File: src/rtl/kms_pkg.sv
// ----------------------------------------------------------------------------
// kms_pkg
// Shared constants, the scan record type and a helper for the key matrix
// scanner.
// ----------------------------------------------------------------------------
package kms_pkg;

    localparam int ROWS        = 5;
    localparam int COLS        = 8;
    localparam int ROW_W       = 3;
    localparam int COL_W       = 3;
    localparam int KEY_W       = 6;
    localparam int DRIVE_W     = 5;
    localparam int LEVEL_W     = 8;
    localparam int INTERVAL_W  = 8;
    localparam int QUEUE_DEPTH = 4;
    localparam int QPTR_W      = $clog2(QUEUE_DEPTH);
    localparam int QCNT_W      = $clog2(QUEUE_DEPTH + 1);

    localparam logic [INTERVAL_W-1:0] INTERVAL_RESET = 8'd2;
    localparam logic [INTERVAL_W-1:0] TICKS_MAX      = 8'd255;

    // one scanned row, handed from the front to the back
    typedef struct packed {
        logic [LEVEL_W-1:0] change_mask;
        logic [LEVEL_W-1:0] levels;
        logic [ROW_W-1:0]   row;
        logic [DRIVE_W-1:0] drive;
    } t_scan;

    // queue status seen by both ends
    typedef struct packed {
        logic full;
        logic empty;
    } t_qstat;

    // index of the lowest set bit, zero for an empty mask
    function automatic logic [COL_W-1:0] lowest_set(input logic [LEVEL_W-1:0] mask);
        logic [COL_W-1:0] idx;
        idx = '0;
        for (int i = LEVEL_W - 1; i >= 0; i--) begin
            if (mask[i]) begin
                idx = COL_W'(i);
            end
        end
        return idx;
    endfunction

endpackage

File: src/rtl/kms_front.sv
// ----------------------------------------------------------------------------
// kms_front
// Counts ticks, scans the driven row on the configured interval, updates
// the stored key levels and queues one record per scan.
// ----------------------------------------------------------------------------
module kms_front import kms_pkg::*; (
    input  logic                  i_clk,
    input  logic                  i_rst_n,
    input  logic                  i_cfg_valid,
    input  logic [INTERVAL_W-1:0] i_cfg_data,
    input  logic                  i_accept,
    input  logic [LEVEL_W-1:0]    i_column_levels,
    output logic                  o_scan_push,
    output t_scan                 o_scan
);

    logic [INTERVAL_W-1:0] r_interval;
    logic [INTERVAL_W-1:0] r_ticks;
    logic [INTERVAL_W-1:0] n_ticks;
    logic [ROW_W-1:0]      r_row;
    logic [ROW_W-1:0]      n_row;
    logic [LEVEL_W-1:0]    r_levels [ROWS];
    logic                  scan_hit;

    // tick count with saturation, scan when interval is reached
    always_comb begin
        n_ticks  = (r_ticks < TICKS_MAX) ? r_ticks + 1'b1 : TICKS_MAX;
        scan_hit = (n_ticks >= r_interval);
        n_row    = (r_row == ROW_W'(ROWS - 1)) ? '0 : r_row + 1'b1;
    end

    // record for the back end
    always_comb begin
        o_scan_push        = i_accept && scan_hit;
        o_scan.change_mask = i_column_levels ^ r_levels[r_row];
        o_scan.levels      = i_column_levels;
        o_scan.row         = r_row;
        o_scan.drive       = DRIVE_W'(1) << n_row;
    end

    // control state
    always_ff @(posedge i_clk) begin
        if (!i_rst_n) begin
            r_interval <= INTERVAL_RESET;
            r_ticks    <= '0;
            r_row      <= '0;
            for (int r = 0; r < ROWS; r++) begin
                r_levels[r] <= '0;
            end
        end else begin
            if (i_cfg_valid) begin
                r_interval <= i_cfg_data;
            end
            if (i_accept) begin
                if (scan_hit) begin
                    r_ticks         <= '0;
                    r_row           <= n_row;
                    r_levels[r_row] <= i_column_levels;
                end else begin
                    r_ticks <= n_ticks;
                end
            end
        end
    end

endmodule

File: src/rtl/kms_fifo.sv
// ----------------------------------------------------------------------------
// kms_fifo
// Short queue of scan records between the front and the back.
// ----------------------------------------------------------------------------
module kms_fifo import kms_pkg::*; (
    input  logic   i_clk,
    input  logic   i_rst_n,
    input  logic   i_wr,
    input  t_scan  i_wr_data,
    input  logic   i_rd,
    output t_scan  o_rd_data,
    output t_qstat o_stat
);

    t_scan             r_mem [QUEUE_DEPTH];
    logic [QPTR_W-1:0] r_wr_ptr;
    logic [QPTR_W-1:0] r_rd_ptr;
    logic [QCNT_W-1:0] r_count;
    logic              wr_ok;
    logic              rd_ok;

    // status and guarded strobes
    always_comb begin
        o_stat.full  = (r_count == QCNT_W'(QUEUE_DEPTH));
        o_stat.empty = (r_count == '0);
        wr_ok        = i_wr && !o_stat.full;
        rd_ok        = i_rd && !o_stat.empty;
        o_rd_data    = r_mem[r_rd_ptr];
    end

    // storage
    always_ff @(posedge i_clk) begin
        if (wr_ok) begin
            r_mem[r_wr_ptr] <= i_wr_data;
        end
    end

    // pointers and fill count
    always_ff @(posedge i_clk) begin
        if (!i_rst_n) begin
            r_wr_ptr <= '0;
            r_rd_ptr <= '0;
            r_count  <= '0;
        end else begin
            if (wr_ok) begin
                r_wr_ptr <= r_wr_ptr + 1'b1;
            end
            if (rd_ok) begin
                r_rd_ptr <= r_rd_ptr + 1'b1;
            end
            if (wr_ok && !rd_ok) begin
                r_count <= r_count + 1'b1;
            end else if (rd_ok && !wr_ok) begin
                r_count <= r_count - 1'b1;
            end
        end
    end

endmodule

File: src/rtl/kms_back.sv
// ----------------------------------------------------------------------------
// kms_back
// Takes scan records; while holding one with the output free, emits one result
// per cycle: one event per changed column in column order, or a single no-change result.
// ----------------------------------------------------------------------------
module kms_back import kms_pkg::*; (
    input  logic               i_clk,
    input  logic               i_rst_n,
    input  t_scan              i_scan,
    input  t_qstat             i_qstat,
    output logic               o_q_pop,
    input  logic               i_pop,
    output logic               o_empty,
    output logic               o_change_valid,
    output logic [KEY_W-1:0]   o_key_index,
    output logic               o_key_level,
    output logic [DRIVE_W-1:0] o_row_drive,
    output logic               o_last_of_scan
);

    logic               r_busy;
    t_scan              r_rec;
    logic               r_out_valid;
    logic               r_change_valid;
    logic [KEY_W-1:0]   r_key_index;
    logic               r_key_level;
    logic [DRIVE_W-1:0] r_row_drive;
    logic               r_last;
    logic               out_free;
    logic               emit;
    logic [COL_W-1:0]   col;
    logic [LEVEL_W-1:0] n_mask;
    logic               no_change;

    // next event from the held record
    always_comb begin
        out_free  = !r_out_valid || i_pop;
        emit      = r_busy && out_free;
        o_q_pop   = !r_busy && !i_qstat.empty;
        no_change = (r_rec.change_mask == '0);
        col       = lowest_set(r_rec.change_mask);
        n_mask    = r_rec.change_mask & (r_rec.change_mask - 1'b1);
    end

    // record holder
    always_ff @(posedge i_clk) begin
        if (!i_rst_n) begin
            r_busy <= 1'b0;
        end else if (o_q_pop) begin
            r_busy <= 1'b1;
        end else if (emit) begin
            r_busy <= !(no_change || n_mask == '0);
        end
    end

    always_ff @(posedge i_clk) begin
        if (o_q_pop) begin
            r_rec <= i_scan;
        end else if (emit) begin
            r_rec.change_mask <= n_mask;
        end
    end

    // output register
    always_ff @(posedge i_clk) begin
        if (!i_rst_n) begin
            r_out_valid <= 1'b0;
        end else if (emit) begin
            r_out_valid <= 1'b1;
        end else if (i_pop) begin
            r_out_valid <= 1'b0;
        end
    end

    always_ff @(posedge i_clk) begin
        if (emit) begin
            r_row_drive <= r_rec.drive;
            if (no_change) begin
                r_change_valid <= 1'b0;
                r_key_index    <= '0;
                r_key_level    <= 1'b0;
                r_last         <= 1'b1;
            end else begin
                r_change_valid <= 1'b1;
                r_key_index    <= KEY_W'(r_rec.row) * KEY_W'(COLS) + KEY_W'(col);
                r_key_level    <= r_rec.levels[col];
                r_last         <= (n_mask == '0);
            end
        end
    end

    assign o_empty        = !r_out_valid;
    assign o_change_valid = r_change_valid;
    assign o_key_index    = r_key_index;
    assign o_key_level    = r_key_level;
    assign o_row_drive    = r_row_drive;
    assign o_last_of_scan = r_last;

endmodule

File: src/rtl/key_matrix_scanner.sv
// ----------------------------------------------------------------------------
// key_matrix_scanner
// Row-by-row key matrix scanner reporting key level changes as events.
//
//   channel   direction  handshake           transfer when
//   ticks     in         i_push / o_full     i_push && !o_full
//   results   out        o_empty / i_pop     i_pop && !o_empty
//   config    in         i_cfg_valid/ready   i_cfg_valid && o_cfg_ready
//
// a tick is accepted whenever o_full is low; a scan with n changed keys gives max(n,1)
// results, one per cycle while the back end holds the record and its output is free
// the four-entry scan queue lets ticks keep coming while results wait
// o_full rises only when that queue is full; a stalled pop holds the result
// reset clears key levels, tick count and row, interval returns to 2
// ----------------------------------------------------------------------------
module key_matrix_scanner import kms_pkg::*; (
    input  logic                  i_clk,
    input  logic                  i_rst_n,
    input  logic                  i_push,
    output logic                  o_full,
    input  logic [LEVEL_W-1:0]    i_column_levels,
    output logic                  o_empty,
    input  logic                  i_pop,
    output logic                  o_change_valid,
    output logic [KEY_W-1:0]      o_key_index,
    output logic                  o_key_level,
    output logic [DRIVE_W-1:0]    o_row_drive,
    output logic                  o_last_of_scan,
    input  logic                  i_cfg_valid,
    output logic                  o_cfg_ready,
    input  logic [INTERVAL_W-1:0] i_cfg_data
);

    t_scan  scan_wr;
    t_scan  scan_rd;
    t_qstat qstat;
    logic   scan_push;
    logic   q_pop;
    logic   accept;

    // tick transfer
    assign accept      = i_push && !o_full;
    assign o_full      = qstat.full;
    assign o_cfg_ready = 1'b1;

    kms_front u_front (
        .i_clk           (i_clk),
        .i_rst_n         (i_rst_n),
        .i_cfg_valid     (i_cfg_valid),
        .i_cfg_data      (i_cfg_data),
        .i_accept        (accept),
        .i_column_levels (i_column_levels),
        .o_scan_push     (scan_push),
        .o_scan          (scan_wr)
    );

    kms_fifo u_fifo (
        .i_clk     (i_clk),
        .i_rst_n   (i_rst_n),
        .i_wr      (scan_push),
        .i_wr_data (scan_wr),
        .i_rd      (q_pop),
        .o_rd_data (scan_rd),
        .o_stat    (qstat)
    );

    kms_back u_back (
        .i_clk          (i_clk),
        .i_rst_n        (i_rst_n),
        .i_scan         (scan_rd),
        .i_qstat        (qstat),
        .o_q_pop        (q_pop),
        .i_pop          (i_pop),
        .o_empty        (o_empty),
        .o_change_valid (o_change_valid),
        .o_key_index    (o_key_index),
        .o_key_level    (o_key_level),
        .o_row_drive    (o_row_drive),
        .o_last_of_scan (o_last_of_scan)
    );

    // a no-change result is a bare, final one
    a_nochange_clean: assert property (@(posedge i_clk) disable iff (!i_rst_n)
        (!o_empty && !o_change_valid) |-> (o_key_index == '0 && !o_key_level && o_last_of_scan))
        else $error("no-change result carries event data");

    // every result names exactly one driven row
    a_drive_onehot: assert property (@(posedge i_clk) disable iff (!i_rst_n)
        !o_empty |-> $onehot(o_row_drive))
        else $error("row drive not one-hot");

    // only events can be followed by more results of the same scan
    a_nonlast_is_event: assert property (@(posedge i_clk) disable iff (!i_rst_n)
        (!o_empty && !o_last_of_scan) |-> o_change_valid)
        else $error("non-final result without a change");

endmodule
File: config.mk
export PLATFORM = sky130hd
export DESIGN_NAME = key_matrix_scanner
export DESIGN_NICKNAME = d
export VERILOG_FILES = /design/src/rtl/kms_pkg.sv /design/src/rtl/kms_front.sv /design/src/rtl/kms_fifo.sv /design/src/rtl/kms_back.sv /design/src/rtl/key_matrix_scanner.sv
export SDC_FILE = /design/constraint.sdc
export NUM_CORES = 1
export LEC_CHECK = 0
export BUFFER_PORTS_ARGS = -buffer_cell sky130_fd_sc_hd__buf_2
export CAP_MARGIN = 20
export CORE_ASPECT_RATIO = 0.5
export CORE_MARGIN = 4
export CORE_UTILIZATION = 40
export CTS_CLUSTER_SIZE = 8
export DETAILED_ROUTE_END_ITERATION = 10
export SETUP_SLACK_MARGIN = 0.05
export SLEW_MARGIN = 25
export SYNTH_ARGS = -nofsm -noshare
export SYNTH_HDL_FRONTEND = slang
export SYNTH_SLANG_ARGS = --single-unit
File: constraint.sdc
create_clock -name i_clk -period 4.4 [get_ports i_clk]
set_input_delay 0.44 -clock i_clk [delete_from_list [all_inputs] [get_ports i_clk]]
set_output_delay 0.44 -clock i_clk [all_outputs]
set_load 0.01 [all_outputs]
=== Word level (Yosys, flattened, before mapping) ===
Memories as Yosys holds them, arrays and structs flattened. A register that Yosys moved wholly into a read port is not among the register bits.
Cells that the tools add are included.

* Shift operators: 1
* Add/sub/neg operators: 8
* Multiplexer cells: 36
* Reductions and logical operators: 25
* Bitwise logic cells: 2
* Equal/unequal tests: 2
* $lt $le $gt $ge: 3

{| class="wikitable"
|+ Operators by type and width
! cell !! count
|-
| $mux W3 || 14
|-
| $mux W8 || 5
|-
| $logic_not A8 Y1 || 2
|-
| $mux W1 || 14
|-
| $add A8 B1 Y8 const B || 1
|-
| $and A8 B8 Y8 || 1
|-
| $ge A8 B8 Y1 || 1
|-
| $logic_and A1 B1 Y1 || 8
|-
| $lt A8 B8 Y1 const B || 1
|-
| $reduce_or A8 Y1 || 1
|-
| $sub A8 B1 Y8 const B || 1
|-
| $xor A8 B8 Y8 || 1
|-
| $logic_not A1 Y1 || 7
|-
| $add A3 B1 Y3 const B || 2
|-
| $add A6 B3 Y6 || 1
|-
| $eq A3 B3 Y1 const B || 2
|-
| $reduce_bool A2 Y1 || 3
|-
| $shl A1 B3 Y5 const A || 1
|-
| $add A2 B1 Y2 const B || 2
|-
| $lt A3 B4 Y1 const B || 1
|-
| $mux W2 || 2
|-
| $bmux W1 S3 || 1
|-
| $logic_not A3 Y1 || 1
|-
| $sub A3 B1 Y3 const B || 1
|-
| other kinds (2) || 3
|}

* Memories: 2
* Input bits: 21
* Bits in writable memories: 136
* Output and inout bits: 17
* Bits in registers: 66
* Logic and storage cells: 96

{| class="wikitable"
|+ Memory list
! name !! depth !! bits a word !! read ports !! clocked after memory_dff !! write ports !! line !! source
|-
| u_fifo.r_mem || 4 || 24 || 1 || 1 || 1 || kms_fifo.sv:15 || <nowiki>t_scan r_mem [QUEUE_DEPTH];</nowiki>
|-
| u_front.r_levels || 5 || 8 || 1 || 1 || 5 || kms_front.sv:22 || <nowiki>logic [LEVEL_W-1:0] r_levels [ROWS];</nowiki>
|}

=== Logic depth before layout (Yosys ltp) ===
Gate-level depths: netlist of the first run.

* Depth after elaboration: 10
* Depth in mapped cells: 17
* Mapped depth without buffers: 16

=== Cells and area by module ===
A second synthesis of the first run with hierarchy kept.

* Cell total of the unflattened synthesis: 620
* Area total of the unflattened synthesis: 9,790.6 um^2

{| class="wikitable"
|+ Modules (own cells, without submodules)
! module !! cells each !! area each (um^2) !! seq. area each (um^2) !! times used
|-
| kms_front || 329 || 4,134.0 || 2,362.3 || 1
|-
| kms_fifo || 174 || 3,978.8 || 3,062.9 || 1
|-
| kms_back || 114 || 1,652.8 || 1,181.1 || 1
|-
| key_matrix_scanner || 3 || 25.0 || 0.0 || 1
|}

=== Least setup slack after synthesis of the first run ===
OpenSTA, ideal clock, no wires.

* Path kind: register -> register
* From: register u_front.r_ticks[0]
* To: register u_fifo.r_count[2]
* Arrival: 3.547 ns
* Setup time: 0.076 ns
* Stages on the path, launching flop included: 17
* Slack: 0.777 ns
* Clock period less this slack: 3.623 ns
* Buffers on the path: 1
* Cell sequence: dfxtp_1 > ha_1 > and3_1 > clkbuf_1 > nand3_1 > mux2_2 > ha_1 > a21oi_1 > o221ai_1 > nand3_2 > inv_2 > ha_1 > inv_1 > fa_1 > xor2_1 > or3_1 > a21boi_0

* Longest elaborated chain between the ends: 8
* Elaborated cells on any way between the ends: 11
* Those cells by class: 1 x add/sub; 2 x order compare; 2 x mux; 6 x reduce/logical

{| class="wikitable"
|+ Ends and longest elaborated chain
! item !! line !! source
|-
| from (decl) || kms_front.sv:18 || <nowiki>logic [INTERVAL_W-1:0] r_ticks;</nowiki>
|-
| from (signal assigned) || kms_front.sv:60 || <nowiki>r_ticks <= n_ticks;</nowiki>
|-
| $add A8 B1 Y8 / $lt A8 B8 Y1 (equally long branches) || kms_front.sv:27 || <nowiki>n_ticks = (r_ticks < TICKS_MAX) ? r_ticks + 1'b1 : TICKS_MAX;</nowiki>
|-
| $mux W8 * || kms_front.sv:27 ||
|-
| $ge A8 B8 Y1 * || kms_front.sv:28 || <nowiki>scan_hit = (n_ticks >= r_interval);</nowiki>
|-
| $logic_and A1 B1 Y1 * || kms_front.sv:34 || <nowiki>o_scan_push = i_accept && scan_hit;</nowiki>
|-
| $logic_and A1 B1 Y1 * || kms_fifo.sv:26 || <nowiki>wr_ok = i_wr && !o_stat.full;</nowiki>
|-
| via u_fifo.wr_ok || kms_fifo.sv:19 || <nowiki>logic wr_ok;</nowiki>
|-
| $logic_not A1 Y1 || kms_fifo.sv:53 || <nowiki>end else if (rd_ok && !wr_ok) begin</nowiki>
|-
| $logic_and A1 B1 Y1 || kms_fifo.sv:53 ||
|-
| $reduce_bool A2 Y1 (no line) || n/a ||
|-
| to (signal assigned) || kms_fifo.sv:52 || <nowiki>r_count <= r_count + 1'b1;</nowiki>
|-
| to (signal assigned) || kms_fifo.sv:54 || <nowiki>r_count <= r_count - 1'b1;</nowiki>
|-
| to (decl) || kms_fifo.sv:18 || <nowiki>logic [QCNT_W-1:0] r_count;</nowiki>
|}

The timed path passes the listed nets; every way through them passes the cells marked *.
A chain may end at the register's enable or synchronous reset.

=== Final worst setup path of the first run ===
Ends and elaborated chain as after synthesis.

==> run metrics, run 1 <==
design area=0.01122 mm^2; via count=5245; slowest CP cell=or3_1; core area=0.02397 mm^2; setup_tns=0 ps; GRT overflow=0; mux share of post-synthesis cell area=0.1153; Yosys top cell by area=edfxtp_1; Crit path max-delay family=simple AND/OR/NAND/NOR gates; worst path required time=4810 ps; ranking of synthesized cells by area=edfxtp_1 61%, mux4_2 9.2%, dfxtp_1 6.8%; drt first pass iters=5; Final Hold Violating Endpoints=0; Area Growth Syn to Fin=15.13%; Worst Hold Class=in2reg; Setup crit end kind=flip-flop; CTS Buf Count=34; Worst-Skew Late Latency=490 ps; first-pass GRT wire length=29.78 mm; final net count=723; crit path launch type=flip-flop; post-synth net total=676; H-tree Lvls=2; gr usage total=0.1373; clock-pin slew on the worst setup and hold paths=50 ps; Synth Area in Compound Gates=0.04803; CP Max Fanout=9; top cell type's share of synthesized area=0.6103; die area=0.02707 mm^2; # IOs=38; switching part of the total=0.2597; sw power=1.630 mW; Synth top cells by count=198 x edfxtp_1, 41 x nor3_1, 40 x mux4_2; Most used DFF post-synth=edfxtp_1; total of max-cap violations=0; DR DRC count=0; die height=118.4 um; Seq/Total Area, Yosys=0.6781; Leak=3.829 nW; CTS max path bufs=3; Port Buffers=36; Synth cell types=62; cell repeated most along the worst path=ha_1; final std cells w/o fill=1011; asr flop ratio synth=0; Avg Inst Size Synth=15.32 um^2; clock sinks=231; Setup Buffers After CTS=0; Slew headroom=0.3819; number of global-route vias before repair=5381; crit path buf inv count=2; GP Congestion=0.7760; minimum clock period=3829 ps; Crit path largest cell delay=440 ps; Slew Viols, Final=0; share of cells above drive strength 1=0.2058; Seq pwr share=0.471; Post-synth EDFFs=198; Final HPWL DP=11.99 mm; share of power burned in the clock network=0.365; Setup CP Type=reg2reg; Detailed Route Iter0 Violations=407; remaining antenna violation count=0; row cnt=40; Vias/cell=5.188; Placed Area=0.01026 mm^2; initial antenna violation count=0; Pwr Total=6.279 mW; most frequent cell after synthesis=edfxtp_1; Root Driver=clkbuf_16; worst-margin pin slew=921.5 ps; Post-Synth Adder-Cell Area=0.02620; die width=228.7 um; Post-Synth XOR/XNOR Area=0.01349; Syn Inst Count=636; cell internal pwr=4.648 mW; Initial Utilization=0.4064; clock skew=16.62 ps; RSZ-0062 raised after global routing=false; Comb pwr share=0.164; WL per Instance=18.07 um; Mapped Area=0.009742 mm^2; status=completed; placed cell count=962; critical path arrival=4240 ps; crit path cell chain=ha_1 -> nand2_1 -> or3_1 -> and2_4 -> ha_1 -> nand2b_1 -> a211oi_1 -> o221ai_2 -> nand3_2 -> inv_2 -> ha_1 -> inv_1 -> fa_1 -> xor2_1 -> or3_1 -> a21boi_0; flops & latches, synth=231; Finish-stage setup viols=0; Simple-Gate Fraction of Synth Area=0.08785; Syn. warnings=0; Pwr Density=559.8 mW/mm^2; maximum clock frequency=261.1 MHz; CTS tree=built; Final period util=0.8703; final core utilization=0.4679; largest net degree at the start of global routing=44; VDD IR max=0.0002137 V; main combinational cell family by area after synthesis=multiplexers; DRT Wirelength=18.27 mm
[per-layer routing]
| metal | up-vias | wire, um | GRT usage |
|---|---|---|---|
| li1 | 2530 | - | - |
| met1 | 2540 | 8802 | 0.1992 |
| met2 | 145 | 8196 | 0.2069 |
| met3 | 30 | 974 | 0.03227 |
| met4 | 0 | 297 | 0.04087 |
| met5 | - | 0 | 0 |
[per-stage QoR]
step	hold WS [ps]	setup slack (ps)
CTS	155.7	387.4
finish	174.1	570.5
global placement	402.8	538.2
detailed placement	413.7	406.2
floorplan	400.3	777.3
global route	195.1	207.2
[path summary, 6_finish.rpt]
check,depth (start not counted),startpoint,slack [ps],endpoint
worst max-delay path,16,u_front.r_ticks[0],570,u_fifo.r_count[2]
worst min-delay path,3,i_cfg_data[1],170,u_front.r_interval[1]
worst max register to register,16,u_front.r_ticks[0],570,u_fifo.r_count[2]
worst min register to register,0,u_back.r_rec[1],420,u_back.o_row_drive[1]
[tightest hold or removal path: cells and delay by family]
family,cells,cell delay [ps]
buf+inv,1,70
simple gates,1,40
compound gates,1,60
[final cells by class]
type | instances | area (um^2)
fill | 2047 | 12760
timing repair buffer | 52 | 300.3
sequential | 231 | 6609
multi-input combinational | 333 | 2844
antenna | 1 | 2.502
inverter | 31 | 116.4
tap | 315 | 394.1
clock inverter | 2 | 32.53
clock buffer | 46 | 917.1
[state kept, by name, summed over array words and instances (netlist names), named ones only]
register / cells
u_front.r_levels: 64
u_back.o_last_of_scan: 1
u_back.r_out_valid: 1
u_fifo.r_mem: 96
u_back.o_change_valid: 1
u_fifo.r_rd_ptr: 2
u_front.r_row: 3
u_back.o_row_drive: 5
u_back.o_key_level: 1
u_back.r_busy: 1
u_back.r_rec: 24
u_fifo.r_count: 3
u_back.o_key_index: 6
u_front.r_interval: 8
u_front.r_ticks: 8
u_fifo.r_wr_ptr: 2
[repair_timing]
item	in CTS	in global routing
endpoints found under the setup margin	0	1
hold buffers	0	0
gates resized for setup	0	1
[cells in the final DEF (no fill, tap or decap), drive strengths merged, types with 17 or more instances in the layout]
master,n
and2,17
buf,52
clkbuf,46
dfxtp,33
edfxtp,198
ha,18
inv,29
mux2i,20
mux4,40
nand2,39
nor2,18
nor3,41
[cells by family (layout without fill, tap and decap cells)]
group	Yosys count	count (layout)
multiplexers	62	62
buffers and inverters	72	131
AND/OR/NAND/NOR	168	168
AO/OA/AOI/OAI	67	67
XOR/XNOR	15	15
flip-flops	231	231
other	1	2
adder cells (fa/ha/maj)	20	20
[power by group through the flow]
stage / Sequential (mW) / Combinational, mW / Clock, mW
after floorplan: 2.88 / 0.839 / 0
after global placement: 2.99 / 1.02 / 0
after detailed placement: 3.00 / 1.04 / 0
after CTS: 2.96 / 1.05 / 2.36
after global routing: 2.99 / 1.16 / 2.47
final: 2.95 / 1.03 / 2.29
Power figures use the tool's default switching activity.
==> inputs of run 2 (changes only) <==
Settings changed: ABC_AREA from default to 1, CORE_MARGIN 4 to default.
==> run metrics, run 2 <==
fill cell count=2100 (was 2047); flops & latches, synth=231 (unchanged); Finish-stage setup viols=0 (unchanged); Pwr Density=641.0 mW/mm^2 (was 559.8 mW/mm^2); worst reg2reg setup slack=730 ps (was 570 ps); Area Growth Syn to Fin=14.94% (was 15.13%); Worst-Skew Late Latency=500 ps (was 490 ps); crit path cell chain=ha_1 -> nand3_1 -> nor2_1 -> nand2_1 -> nor2_2 -> nand2_1 -> nand2_1 -> inv_1 -> ha_1 -> inv_1 -> nor3_2 -> nand4_1 -> nand4_1 -> nand2_2 -> inv_2 -> ha_1 -> inv_1 -> fa_1 -> nor2_1 -> nor2_1 -> nand2_1 -> o21ai_0 -> a21oi_1 (was ha_1 -> nand2_1 -> or3_1 -> and2_4 -> ha_1 -> nand2b_1 -> a211oi_1 -> o221ai_2 -> nand3_2 -> inv_2 -> ha_1 -> inv_1 -> fa_1 -> xor2_1 -> or3_1 -> a21boi_0); share of cells above drive strength 1=0.1111 (was 0.2058); crit path launch type=flip-flop (unchanged); CTS max path bufs=3 (unchanged); Synth top cells by count=198 x edfxtp_1, 167 x nor2_1, 114 x o21ai_0 (was 198 x edfxtp_1, 41 x nor3_1, 40 x mux4_2); core area=0.02323 mm^2 (was 0.02397 mm^2); Min Hold Slack=177.1 ps (was 174.1 ps); Synth cell types=33 (was 62); # IOs=38 (unchanged); row cnt=39 (was 40); most common cell after layout, fill and taps aside=edfxtp_1 (unchanged); initial antenna violation count=0 (unchanged); number of global-route vias before repair=6017 (was 5381); Diodes inserted=0 (was 1); slowest CP cell=fa_1 (was or3_1); Leak=4.301 nW (was 3.829 nW); gr usage total=0.1616 (was 0.1373); Syn Inst Count=860 (was 636); Slew Viols, Final=0 (unchanged); Setup Buffers After CTS=0 (unchanged); worst-margin pin slew=927.8 ps (was 921.5 ps); final core utilization=0.4773 (was 0.4679); Initial Utilization=0.4153 (was 0.4064); cell repeated most along the worst path=nand2_1 (was ha_1); WL per Instance=15.98 um (was 18.07 um); final std cells w/o fill=1225 (was 1011); post-synth net total=900 (was 676); first-pass GRT wire length=31.67 mm (was 29.78 mm); Setup CP Type=reg2reg (unchanged); via count=6229 (was 5245); commonest cells after routing, fill and taps aside=198 x edfxtp_1, 163 x nor2_1, 114 x o21ai_0 (was 198 x edfxtp_1, 41 x nor3_1, 40 x mux4_2); Worst Hold Path EP=u_front.r_interval[0] (was u_front.r_interval[1]); R2R cell count=23 (was 16); clock skew=17.17 ps (was 16.62 ps); Seq/Total Area, Yosys=0.6849 (was 0.6781); Final Hold Violating Endpoints=0 (unchanged); DR DRC count=0 (unchanged); Most used DFF post-synth=edfxtp_1 (unchanged); top cell type's share of synthesized area=0.6164 (was 0.6103); minimum clock period=3673 ps (was 3829 ps); H-tree Lvls=2 (unchanged); Detailed Route Iter0 Violations=480 (was 407); placed cell count=1178 (was 962); hold depth=3 (unchanged); Syn. warnings=0 (unchanged); Port Buffers=36 (unchanged); post-CTS sizing=0 (unchanged); worst hold start=i_cfg_data[0] (was i_cfg_data[1]); Root Driver=clkbuf_16 (unchanged); largest registers=u_fifo.r_mem (96), u_front.r_levels (64), u_back.r_rec (24) (unchanged); die height=111.8 um (was 118.4 um); most frequent cell after synthesis=edfxtp_1 (unchanged); final net count=947 (was 723); Post-synth EDFFs=198 (unchanged); CP Max Fanout=14 (was 9); GP Congestion=0.7913 (was 0.7760); DRT Wirelength=19.58 mm (was 18.27 mm); VDD IR max=0.0002724 V (was 0.0002137 V); Mapped Area=0.009646 mm^2 (was 0.009742 mm^2); R2R Path End=u_fifo.r_count[2] (unchanged); cts hold-fix bufs=0 (unchanged); clock sinks=231 (unchanged); status=completed (unchanged); Final period util=0.8347 (was 0.8703); drt first pass iters=5 (unchanged); CTS Buf Count=34 (unchanged); Vias/cell=5.085 (was 5.188); asr flop ratio synth=0 (unchanged); die width=221.6 um (was 228.7 um); CTS tree=built (unchanged); RSZ-0062 raised after global routing=false (unchanged); worst path required time=4820 ps (was 4810 ps); RR Startpoint=u_front.r_ticks[0] (unchanged); Final HPWL DP=12.41 mm (was 11.99 mm); clock-pin slew on the worst setup and hold paths=50 ps (about the same); setup_tns=0 ps (unchanged); max FFs per register=96 (unchanged); total of max-cap violations=0 (unchanged); Yosys top cell by area=edfxtp_1 (unchanged); Slew headroom=0.3808 (was 0.3819); Worst Hold Class=in2reg (unchanged); Biggest register=u_fifo.r_mem (unchanged); die area=0.02478 mm^2 (was 0.02707 mm^2); remaining antenna violation count=0 (unchanged); Crit path largest cell delay=380 ps (was 440 ps); GRT overflow=0 (unchanged); ranking of synthesized cells by area=edfxtp_1 62%, dfxtp_1 6.8%, nor2_1 6.5% (was edfxtp_1 61%, mux4_2 9.2%, dfxtp_1 6.8%); largest net degree at the start of global routing=50 (was 44); maximum clock frequency=272.3 MHz (was 261.1 MHz); Pwr Total=7.107 mW (was 6.279 mW); Setup crit end kind=flip-flop (unchanged); critical path arrival=4090 ps (was 4240 ps); Avg Inst Size Synth=11.22 um^2 (was 15.32 um^2)
run 2: changes by cell type after synthesis, sizes merged, moves of 9 or more:
cell and change:
mux2i -20, nand2 +48, nor2b -11, inv +58
xnor2 -12, a21oi +24, o22ai +30, nor3 -34
nor2 +151, a31oi -9, and2 -17, mux4 -40
o21ai +105
run 2: worst max-delay path by stage:
stage / start / end / slack (ps) / cells past startpoint
detailed placement: u_front.r_ticks[0] / u_fifo.r_count[2] / 770 / 23
floorplan: u_front.r_ticks[0] / u_fifo.r_mem[0][0] / 920 / 16
CTS: u_front.r_ticks[0] / u_fifo.r_count[2] / 740 / 23
global route: u_front.r_ticks[0] / u_fifo.r_count[2] / 320 / 23
global placement: u_front.r_ticks[0] / u_fifo.r_count[2] / 900 / 23
finish: u_front.r_ticks[0] / u_fifo.r_count[2] / 730 / 23
run 2: power breakdown:
| part | switching, mW | leakage, nW | internal [mW] |
|---|---|---|---|
| registers | 0.153 | 2.16 | 2.93 |
| clock network | 0.873 | 0.457 | 1.43 |
| logic | 1.21 | 1.68 | 0.503 |
run 2: worst max-delay path: cells and delay by family, from the launching register on:
family / cells / cell delay (ps)
buffers and inverters: 4 / 480
and+or+nand+nor: 13 / 1450
adders and majority gates: 4 / 1110
DFF: 1 / 370
AOI/OAI and AO/OA: 2 / 200
run 2: final cells by class:
cell class	instances	area, um^2	area share
inverter	87	326.6	0.02945
timing repair buffer	46	255.2	0.02302
sequential	231	6606	0.5959
multi-input combinational	507	2569	0.2317
clock buffer	45	913.4	0.08238
clock inverter	2	32.53	0.002934
tap	307	384.1	0.03465
run 2: per-stage QoR:
step / area [um^2] / worst slack (ps)
floorplan: 9646 / 919.3
global placement: 10140 / 895.3
detailed placement: 10140 / 766.6
CTS: 11090 / 742.7
global route: 11090 / 316.6
finish: 11090 / 727.5
run 2: logic make-up after synthesis:
family / count (synthesis) / synth area share
xor+xnor: 11 / 0.009989
compound gates: 191 / 0.1070
fa+ha+maj: 19 / 0.02543
other cells: 1 / 0.0003888
flops: 231 / 0.6849
simple gates: 285 / 0.1225
buf+inv: 122 / 0.04981
run 2: per-layer routing:
metal,wire length [um],vias to the layer above,GRT usage
li1,-,3061,-
met3,1324,18,0.03959
met2,8566,176,0.2459
met5,0,-,0
met4,217,0,0.04537
met1,9470,2974,0.2304
